## src/hdl/slave_clock_hand_positioner_defines.svh

```systemverilog
// Assertion macros for the slave clock hand positioner.
// Used by the top level; expects signals clk and arst_n in scope.
`ifndef SLAVE_CLOCK_HAND_POSITIONER_DEFINES_SVH
`define SLAVE_CLOCK_HAND_POSITIONER_DEFINES_SVH

// same-cycle implication, checked outside reset
`define SCHP_ASSERT_IMP(label, cond, prop) \
	label: assert property (@(posedge clk) disable iff (!arst_n) (cond) |-> (prop)) \
		else $error("schp: same-cycle check failed");

// next-cycle implication, checked outside reset
`define SCHP_ASSERT_NXT(label, cond, prop) \
	label: assert property (@(posedge clk) disable iff (!arst_n) (cond) |=> (prop)) \
		else $error("schp: next-cycle check failed");

`endif

```

## src/hdl/schp_pkg.sv

```systemverilog
// Shared types, codes and constants of the slave clock hand positioner.
// No dependencies.
package schp_pkg;

	// field widths
	localparam int HourW    = 4;
	localparam int MinW     = 6;
	localparam int RtcHourW = 5;
	localparam int StepW    = 10;
	localparam int MsW      = 16;
	localparam int CfgIdxW  = 2;

	// dial arithmetic, minute counts fit 11 bits before folding
	localparam int DialW    = 11;
	localparam int DialMin  = 60;
	localparam int DialSpan = 720;
	localparam int MsPerMin = 60000;
	localparam int WaitW    = 26;
	localparam int RunW     = 27;

	// reset values
	localparam logic [MsW-1:0]   PulseMsRst      = 16'd4000;
	localparam logic [MsW-1:0]   AfterPulseMsRst = 16'd0;
	localparam logic [HourW-1:0] HourRst         = 4'd12;

	// configuration register indexes
	typedef enum logic [CfgIdxW-1:0] {
		CFG_PULSE_MS       = 2'd0,
		CFG_AFTER_PULSE_MS = 2'd1,
		CFG_MOTOR_BLOCK    = 2'd2
	} cfg_idx_t;

	// input operation codes
	typedef enum logic [2:0] {
		OP_MOVE  = 3'd0,
		OP_STEP  = 3'd1,
		OP_RTC   = 3'd2,
		OP_STOP  = 3'd3,
		OP_START = 3'd4
	} op_t;

	// output mode codes
	localparam logic [1:0] MODE_READY = 2'd0;
	localparam logic [1:0] MODE_WAIT  = 2'd1;
	localparam logic [1:0] MODE_MOVE  = 2'd2;
	localparam logic [1:0] MODE_STOP  = 2'd3;

	// one-hot mode state
	typedef enum logic [3:0] {
		ST_READY = 4'b0001,
		ST_WAIT  = 4'b0010,
		ST_MOVE  = 4'b0100,
		ST_STOP  = 4'b1000
	} mode_st_t;

	typedef struct packed {
		logic [MsW-1:0] pulse_ms;
		logic [MsW-1:0] after_pulse_ms;
		logic           motor_block;
	} cfg_t;

	typedef struct packed {
		logic [HourW-1:0] hours;
		logic [MinW-1:0]  minutes;
	} dial_t;

	typedef struct packed {
		logic [StepW-1:0] fwd;
		logic             at_target;
		logic             wait_rtc;
	} plan_t;

	typedef struct packed {
		op_t                 op;
		logic [HourW-1:0]    target_hours;
		logic [MinW-1:0]     target_minutes;
		logic [RtcHourW-1:0] rtc_hours;
		logic [MinW-1:0]     rtc_minutes;
	} in_item_t;

	typedef struct packed {
		logic [1:0]       mode;
		logic             pulse_a;
		logic             pulse_b;
		logic [HourW-1:0] dial_hours;
		logic [MinW-1:0]  dial_minutes;
		logic             pulse_polarity;
		logic [StepW-1:0] steps_left;
		logic             move_done;
	} res_t;

	// output code of a mode state
	function automatic logic [1:0] mode_code(mode_st_t st);
		logic [1:0] code;
		case (st)
			ST_READY: code = MODE_READY;
			ST_WAIT:  code = MODE_WAIT;
			ST_MOVE:  code = MODE_MOVE;
			ST_STOP:  code = MODE_STOP;
			default:  code = MODE_READY;
		endcase
		return code;
	endfunction

endpackage

```

## src/hdl/slave_clock_hand_positioner.sv

```systemverilog
// Slave clock hand positioner: takes one input word per cycle unless stalled and returns
// one result word for it in the cycle after acceptance, from a single output
// register. s_axis_tready is high whenever that register is empty or is
// being taken in the same cycle, so with m_axis_tready held high one word
// is accepted every clock; the update of the dial state is one pass of
// logic between that state and the output register. The configuration
// port is always ready and a write takes effect from the next word on.
// Depends on schp_pkg, schp_cfg_regs, schp_core and the assertion macro header.
`include "slave_clock_hand_positioner_defines.svh"

module slave_clock_hand_positioner (
	input  logic                         clk,
	input  logic                         arst_n,
	// input words
	input  logic                         s_axis_tvalid,
	output logic                         s_axis_tready,
	// [3:0] target_hours, [9:4] target_minutes, [14:10] rtc_hours,
	// [20:15] rtc_minutes, [23:21] zero
	input  logic [23:0]                  s_axis_tdata,
	// [2:0] op
	input  logic [2:0]                   s_axis_tuser,
	// result words
	output logic                         m_axis_tvalid,
	input  logic                         m_axis_tready,
	// [1:0] mode, [2] pulse_a, [3] pulse_b, [7:4] dial_hours,
	// [13:8] dial_minutes, [14] pulse_polarity, [24:15] steps_left,
	// [25] move_done, [31:26] zero
	output logic [31:0]                  m_axis_tdata,
	// configuration writes
	input  logic                         cfg_valid,
	output logic                         cfg_ready,
	input  logic [schp_pkg::CfgIdxW-1:0] cfg_index,
	input  logic [schp_pkg::MsW-1:0]     cfg_data
);

	schp_pkg::cfg_t     cfg;
	schp_pkg::in_item_t item;
	schp_pkg::res_t     res, res_q;
	logic               out_valid_q;
	logic               in_accept;

	assign cfg_ready = 1'b1;

	schp_cfg_regs u_cfg (
		.clk      (clk),
		.arst_n   (arst_n),
		.wr_en    (cfg_valid),
		.wr_index (cfg_index),
		.wr_data  (cfg_data),
		.cfg      (cfg)
	);

	// unpack the input word
	always_comb begin
		item.op             = schp_pkg::op_t'(s_axis_tuser);
		item.target_hours   = s_axis_tdata[3:0];
		item.target_minutes = s_axis_tdata[9:4];
		item.rtc_hours      = s_axis_tdata[14:10];
		item.rtc_minutes    = s_axis_tdata[20:15];
	end

	assign s_axis_tready = !out_valid_q || m_axis_tready;
	assign in_accept     = s_axis_tvalid && s_axis_tready;

	schp_core u_core (
		.clk    (clk),
		.arst_n (arst_n),
		.accept (in_accept),
		.item   (item),
		.cfg    (cfg),
		.res    (res)
	);

	// output register valid
	always_ff @(posedge clk or negedge arst_n) begin
		if (!arst_n)
			out_valid_q <= 1'b0;
		else if (s_axis_tready)
			out_valid_q <= s_axis_tvalid;
	end

	// output register payload
	always_ff @(posedge clk) begin
		if (in_accept)
			res_q <= res;
	end

	// pack the result word
	assign m_axis_tvalid = out_valid_q;
	assign m_axis_tdata  = {6'd0, res_q.move_done, res_q.steps_left, res_q.pulse_polarity,
	                        res_q.dial_minutes, res_q.dial_hours, res_q.pulse_b,
	                        res_q.pulse_a, res_q.mode};

	// a held result blocks new input only while it is stalled
	`SCHP_ASSERT_IMP(a_ready_stall, !s_axis_tready, out_valid_q && !m_axis_tready)
	// every accepted word shows a result in the next cycle
	`SCHP_ASSERT_NXT(a_accept_result, in_accept, m_axis_tvalid)
	// pulses come only from steps, which leave the block moving or ready
	`SCHP_ASSERT_IMP(a_pulse_mode, out_valid_q && (res_q.pulse_a || res_q.pulse_b),
		!(res_q.pulse_a && res_q.pulse_b) &&
		(res_q.mode == schp_pkg::MODE_MOVE || res_q.mode == schp_pkg::MODE_READY))

endmodule

```

## src/hdl/schp_cfg_regs.sv

```systemverilog
// Configuration registers of the slave clock hand positioner.
// Depends on schp_pkg.
module schp_cfg_regs (
	input  logic                          clk,
	input  logic                          arst_n,
	input  logic                          wr_en,
	input  logic [schp_pkg::CfgIdxW-1:0]  wr_index,
	input  logic [schp_pkg::MsW-1:0]      wr_data,
	output schp_pkg::cfg_t                cfg
);

	schp_pkg::cfg_t cfg_q;

	// register write, unknown indexes are dropped
	always_ff @(posedge clk or negedge arst_n) begin
		if (!arst_n) begin
			cfg_q.pulse_ms       <= schp_pkg::PulseMsRst;
			cfg_q.after_pulse_ms <= schp_pkg::AfterPulseMsRst;
			cfg_q.motor_block    <= 1'b0;
		end else if (wr_en) begin
			case (schp_pkg::cfg_idx_t'(wr_index))
				schp_pkg::CFG_PULSE_MS:       cfg_q.pulse_ms       <= wr_data;
				schp_pkg::CFG_AFTER_PULSE_MS: cfg_q.after_pulse_ms <= wr_data;
				schp_pkg::CFG_MOTOR_BLOCK:    cfg_q.motor_block    <= wr_data[0];
				default: ;
			endcase
		end
	end

	assign cfg = cfg_q;

endmodule

```

## src/hdl/schp_move_plan.sv

```systemverilog
// Move planner: forward distance and wait-or-step decision for a move command.
// Depends on schp_pkg.
module schp_move_plan (
	input  schp_pkg::dial_t                  dial,
	input  logic [schp_pkg::HourW-1:0]       target_hours,
	input  logic [schp_pkg::MinW-1:0]        target_minutes,
	input  schp_pkg::cfg_t                   cfg,
	output schp_pkg::plan_t                  plan
);

	localparam logic [schp_pkg::DialW-1:0] Min  = schp_pkg::DialW'(schp_pkg::DialMin);
	localparam logic [schp_pkg::DialW-1:0] Span = schp_pkg::DialW'(schp_pkg::DialSpan);

	logic [schp_pkg::DialW-1:0] cur_raw, end_raw, cur, tgt, fwd_raw, back_raw;
	logic [schp_pkg::StepW-1:0] fwd, back;
	logic [schp_pkg::MsW:0]     per_step_ms;
	logic [schp_pkg::WaitW-1:0] wait_ms;
	logic [schp_pkg::RunW-1:0]  run_ms;

	// dial positions in minutes, folded once into one turn
	always_comb begin
		cur_raw = schp_pkg::DialW'(dial.hours) * Min + schp_pkg::DialW'(dial.minutes);
		end_raw = schp_pkg::DialW'(target_hours) * Min + schp_pkg::DialW'(target_minutes);
		cur     = (cur_raw >= Span) ? cur_raw - Span : cur_raw;
		tgt     = (end_raw >= Span) ? end_raw - Span : end_raw;
	end

	// forward and backward distances modulo one turn
	always_comb begin
		fwd_raw  = tgt + Span - cur;
		back_raw = cur + Span - tgt;
		fwd      = schp_pkg::StepW'((fwd_raw >= Span) ? fwd_raw - Span : fwd_raw);
		back     = schp_pkg::StepW'((back_raw >= Span) ? back_raw - Span : back_raw);
	end

	// waiting time against stepping time, both in ms
	always_comb begin
		per_step_ms = {1'b0, cfg.pulse_ms} + {1'b0, cfg.after_pulse_ms};
		wait_ms     = schp_pkg::WaitW'(back) * schp_pkg::WaitW'(schp_pkg::MsPerMin);
		run_ms      = schp_pkg::RunW'(fwd) * schp_pkg::RunW'(per_step_ms);
	end

	assign plan.fwd       = fwd;
	assign plan.at_target = (fwd == '0);
	assign plan.wait_rtc  = ({1'b0, wait_ms} <= run_ms);

endmodule

```

## src/hdl/schp_core.sv

```systemverilog
// Dial state and per-word update of the slave clock hand positioner.
// Depends on schp_pkg and schp_move_plan.
module schp_core (
	input  logic                clk,
	input  logic                arst_n,
	input  logic                accept,
	input  schp_pkg::in_item_t  item,
	input  schp_pkg::cfg_t      cfg,
	output schp_pkg::res_t      res
);

	schp_pkg::mode_st_t         mode_q, mode_d;
	schp_pkg::dial_t            dial_q, dial_d;
	logic                       pol_q, pol_d;
	logic [schp_pkg::StepW-1:0] rem_q, rem_d;
	logic                       pa, pb, done;
	schp_pkg::plan_t            plan;
	logic [schp_pkg::RtcHourW-1:0] rtc_h12;

	schp_move_plan u_plan (
		.dial           (dial_q),
		.target_hours   (item.target_hours),
		.target_minutes (item.target_minutes),
		.cfg            (cfg),
		.plan           (plan)
	);

	// fold the 24-hour rtc hour onto the dial
	always_comb begin
		if (item.rtc_hours == '0)
			rtc_h12 = schp_pkg::RtcHourW'(12);
		else if (item.rtc_hours > schp_pkg::RtcHourW'(12))
			rtc_h12 = item.rtc_hours - schp_pkg::RtcHourW'(12);
		else
			rtc_h12 = item.rtc_hours;
	end

	// next state for the current word
	always_comb begin
		mode_d = mode_q;
		dial_d = dial_q;
		pol_d  = pol_q;
		rem_d  = rem_q;
		pa     = 1'b0;
		pb     = 1'b0;
		done   = 1'b0;
		case (item.op)
			schp_pkg::OP_MOVE: begin
				if (mode_q == schp_pkg::ST_READY) begin
					if (plan.at_target) begin
						done = 1'b1;
					end else if (plan.wait_rtc) begin
						mode_d = schp_pkg::ST_WAIT;
						rem_d  = '0;
					end else begin
						mode_d = schp_pkg::ST_MOVE;
						rem_d  = plan.fwd;
					end
				end
			end
			schp_pkg::OP_STEP: begin
				if (mode_q == schp_pkg::ST_MOVE) begin
					if (!cfg.motor_block) begin
						pa    = pol_q;
						pb    = !pol_q;
						pol_d = !pol_q;
					end
					// one minute forward, hour wraps 12 to 1
					if (dial_q.minutes == schp_pkg::MinW'(59)) begin
						dial_d.minutes = '0;
						dial_d.hours   = (dial_q.hours >= schp_pkg::HourW'(12)) ?
							schp_pkg::HourW'(1) : dial_q.hours + schp_pkg::HourW'(1);
					end else begin
						dial_d.minutes = dial_q.minutes + schp_pkg::MinW'(1);
					end
					if (rem_q != '0)
						rem_d = rem_q - schp_pkg::StepW'(1);
					if (rem_d == '0) begin
						mode_d = schp_pkg::ST_READY;
						done   = 1'b1;
					end
				end
			end
			schp_pkg::OP_RTC: begin
				if (mode_q == schp_pkg::ST_WAIT &&
				    rtc_h12 == {1'b0, dial_q.hours} && item.rtc_minutes == dial_q.minutes) begin
					mode_d = schp_pkg::ST_READY;
					done   = 1'b1;
				end
			end
			schp_pkg::OP_STOP: begin
				mode_d = schp_pkg::ST_STOP;
				rem_d  = '0;
			end
			schp_pkg::OP_START: begin
				if (mode_q == schp_pkg::ST_STOP)
					mode_d = schp_pkg::ST_READY;
			end
			default: ;
		endcase
	end

	// state registers
	always_ff @(posedge clk or negedge arst_n) begin
		if (!arst_n) begin
			mode_q         <= schp_pkg::ST_READY;
			dial_q.hours   <= schp_pkg::HourRst;
			dial_q.minutes <= '0;
			pol_q          <= 1'b0;
			rem_q          <= '0;
		end else if (accept) begin
			mode_q <= mode_d;
			dial_q <= dial_d;
			pol_q  <= pol_d;
			rem_q  <= rem_d;
		end
	end

	// result word for this input word
	always_comb begin
		res.mode           = schp_pkg::mode_code(mode_d);
		res.pulse_a        = pa;
		res.pulse_b        = pb;
		res.dial_hours     = dial_d.hours;
		res.dial_minutes   = dial_d.minutes;
		res.pulse_polarity = pol_d;
		res.steps_left     = rem_d;
		res.move_done      = done;
	end

endmodule

```

## config.mk

```make
export PLATFORM = sky130hd
export DESIGN_NAME = slave_clock_hand_positioner
export DESIGN_NICKNAME = d
export VERILOG_FILES = /design/src/hdl/schp_pkg.sv /design/src/hdl/slave_clock_hand_positioner.sv /design/src/hdl/schp_cfg_regs.sv /design/src/hdl/schp_move_plan.sv /design/src/hdl/schp_core.sv
export VERILOG_INCLUDE_DIRS = /design/src /design/src/hdl
export SDC_FILE = /design/constraint.sdc
export NUM_CORES = 1
export LEC_CHECK = 0
export ABC_CLOCK_PERIOD_IN_PS = 18900
export BUFFER_PORTS_ARGS = -buffer_cell sky130_fd_sc_hd__buf_2
export CORE_MARGIN = 2
export CORE_UTILIZATION = 55
export DETAILED_ROUTE_END_ITERATION = 7
export PLACE_DENSITY_LB_ADDON = 0.1
export RECOVER_POWER = 100
export SLEW_MARGIN = 20
export SYNTH_ARGS = -nofsm -noshare
export SYNTH_HDL_FRONTEND = slang
export SYNTH_SLANG_ARGS = --single-unit
```

## constraint.sdc

```tcl
create_clock -name clk -period 18.9 [get_ports clk]
set_input_delay 1.89 -clock clk [delete_from_list [all_inputs] [get_ports clk]]
set_output_delay 1.89 -clock clk [all_outputs]
set_load 0.02 [all_outputs]
```

==> impl_metrics.env <==
export IMPL_outcome="finished, violations left"
export IMPL_violations="max-capacitance violations, max-slew violations"
export IMPL_nFillCells=2662
export IMPL_numCtsBuffers=9
export IMPL_worst_path_max_fanout=9
export IMPL_globalplace_congestion=0.933
export IMPL_cp_slowest_cell="a2111oi_0"
export IMPL_finalCritPeriodShare_pct=89.9
export IMPL_critPathMaxStageDelay_ps=740
export IMPL_r2r_cells=54
export IMPL_final_core_util_pct=59.2
export IMPL_r2r_slack_ps=3350
export IMPL_setup_tns_final_ps=0
export IMPL_crit_type="in2reg"
export IMPL_hold_viol_final=0
export IMPL_die_area_um2=31000
export IMPL_grt_overflow=0
export IMPL_postCtsSetupBuffers=0
export IMPL_synthFlopType="dfrtp_1"
export IMPL_core_um2=29400
export IMPL_drc_errors=0
export IMPL_rsz0062_at_grt="false"
export IMPL_die_w_um=176
export IMPL_pre_cts_slack_ps=1850
export IMPL_multi_input_comb_area_um2=12800
export IMPL_clock_path_buffers=2
export IMPL_ys_seq_area_share_pct=13.9
export IMPL_r2r_end="m_axis_tdata[1]$_DFFE_PP_"
export IMPL_drt_total_wl_mm=38.4
export IMPL_max_freq_ghz=0.0588
export IMPL_worstSetupEndpointType="flop"
export IMPL_syn_area_um2=16300
export IMPL_clock_sinks=85
export IMPL_routed_via_density=5.54
export IMPL_worst_pin_slew_ps=3670
export IMPL_antenna_found_initial=0
export IMPL_final_common_cell="inv_1"
export IMPL_async_flop_share_pct=69.4
export IMPL_grt_pass1_wl_mm=63.5
export IMPL_grt_pass1_vias=12630
export IMPL_register_area_um2=2270
export IMPL_firstDrtPassIters=5
export IMPL_layout_setup_ws_ps=1900
export IMPL_yosysWarnings=0
export IMPL_reg2reg_from="u_core.dial_q[8]$_DFFE_PN1P_"
export IMPL_htree_num_levels=3
export IMPL_die_h_um=176
export IMPL_io_pins=85
export IMPL_crit_path_frequent_cell="fa_1"
export IMPL_post_cts_resized=0
export IMPL_clk_pin_slew_ps=70
export IMPL_cts_hold_buf=0
export IMPL_min_path_type="reg2reg"
export IMPL_drtIter0Drc=775
export IMPL_dp_hpwl_mm=32.0
export IMPL_drive_gt1_share_pct=7.84
export IMPL_maxCapViolCount=2
export IMPL_start_util_pct=55.5
export IMPL_hold_path_depth=1
export IMPL_portBuffers=74
export IMPL_min_from="u_cfg.cfg[6]$_DFFE_PN0P_"
export IMPL_grt_max_degree=60
export IMPL_n_antenna_cell=0
export IMPL_post_dp_cell_area_um2=17200
export IMPL_clkLatencyLatePin_ps=360
export IMPL_postSynthCellCount=1822
export IMPL_synth_edf_count=26
export IMPL_nets=2356
export IMPL_grt_use_total_pct=25.7
export IMPL_ant_nets=0
export IMPL_whs_endpoint="u_cfg.cfg[6]$_DFFE_PN0P_"
export IMPL_min_period_ps=17000
export IMPL_wl_per_cell_um=16.8
export IMPL_cts_tree="yes"
export IMPL_syn_mean_instance_area_um2=8.95
export IMPL_setup_viol=0
export IMPL_final_cell_mix="inv_1, ha_1, fa_1"
export IMPL_slew_viol_final=101
export IMPL_cts_root_buffer="clkbuf_16"
export IMPL_core_rowCount=63
export IMPL_synthDistinctLibCells=91
export IMPL_syn2layout_area_growth_pct=6.66
export IMPL_startpoint_type="input port"
export IMPL_synth_seq_cells=85
export IMPL_max_slew_margin_pct=-144
export IMPL_postLayoutCellArea_um2=17400
export IMPL_cp_required_ps=19020
export IMPL_arrival_ps=17120
export IMPL_vias=12691
export IMPL_fin_skew_ps=13.1
[routing by layer]
| metal | track usage, % | up-vias | wire [µm] |
|---|---|---|---|
| met5 | 0 | - | 0 |
| met3 | 2.97 | 43 | 1810 |
| met1 | 37.0 | 6112 | 18400 |
| met2 | 42.1 | 329 | 17600 |
| met4 | 4.86 | 0 | 571 |
| li1 | - | 6207 | - |
[cells in the mapped netlist (all sizes together) (25+ instances only)]
| cell | n | area, µm² |
|---|---|---|
| nand2 | 131 | 492 |
| a21oi | 84 | 420 |
| nand2b | 35 | 219 |
| a21o | 26 | 195 |
| inv | 285 | 1070 |
| ha | 247 | 3090 |
| clkbuf | 27 | 106 |
| edfxtp | 26 | 781 |
| xnor2 | 106 | 928 |
| mux2 | 38 | 428 |
| nor2 | 146 | 551 |
| fa | 164 | 3280 |
| nor3 | 25 | 125 |
| nand3 | 27 | 135 |
| o21ai | 63 | 323 |
| dfrtp | 50 | 1250 |
| nor2b | 26 | 163 |
| xor2 | 45 | 402 |
[area by class of cell]
| class | instances | area share (%) |
|---|---|---|
| clock buffer | 9 | 1.29 |
| multi-input combinational | 1416 | 73.4 |
| clock inverter | 7 | 0.482 |
| tap | 390 | 2.81 |
| sequential | 85 | 13.0 |
| timing repair buffer | 97 | 2.83 |
| inverter | 286 | 6.17 |
[worst max-delay path: cells and delay by family]
family          cells  cell delay [ps]
simple gates       14             2900
xor+xnor            6             1410
fa+ha+maj          12             5400
compound gates     16             4640
buf+inv             8              840
[worst max-delay path by stage]
stage                     slack, ps                         end  cells after the start             from
after CTS                      2180  m_axis_tdata[18]$_DFFE_PP_                     56  s_axis_tdata[2]
after floorplan                3580  m_axis_tdata[18]$_DFFE_PP_                     59  s_axis_tdata[0]
after global placement         2010  m_axis_tdata[18]$_DFFE_PP_                     61  s_axis_tdata[2]
after global routing            720  m_axis_tdata[18]$_DFFE_PP_                     55  s_axis_tdata[2]
after detailed placement       1850  m_axis_tdata[18]$_DFFE_PP_                     61  s_axis_tdata[2]
final                          1900   m_axis_tdata[1]$_DFFE_PP_                     56  s_axis_tdata[2]
[state kept, by name, summed over array words and instances, names as in the netlist]
register,count
u_core.rem_q,10
m_axis_tdata,26
u_cfg.cfg,33
m_axis_tvalid,1
u_core.mode_q,4
u_core.pol_q,1
u_core.dial_q,10
[metrics by stage]
| stage | hold slack (ps) | instances |
|---|---|---|
| floorplan | 485 | 1827 |
| global placement | 495 | 2274 |
| detailed placement | 505 | 2274 |
| CTS | 520 | 2290 |
| global route | 534 | 2290 |
| finish | 515 | 2290 |
[cells by family (layout without fill, tap and decap cells)]
family,after synthesis,after routing,share of synthesized area [%]
AOI/OAI and AO/OA,317,317,13.2
xor gates and xnor gates,153,153,8.44
adders and majority gates,421,421,39.7
buffers and inverters,326,399,7.83
DFF,85,85,13.9
muxes,41,41,2.81
other,2,7,0.0461
and+or+nand+nor,477,477,14.1
Power is left out: the tool's default activity adds up to more than one toggle a clock period on the data nets, which glitch-free logic cannot reach.
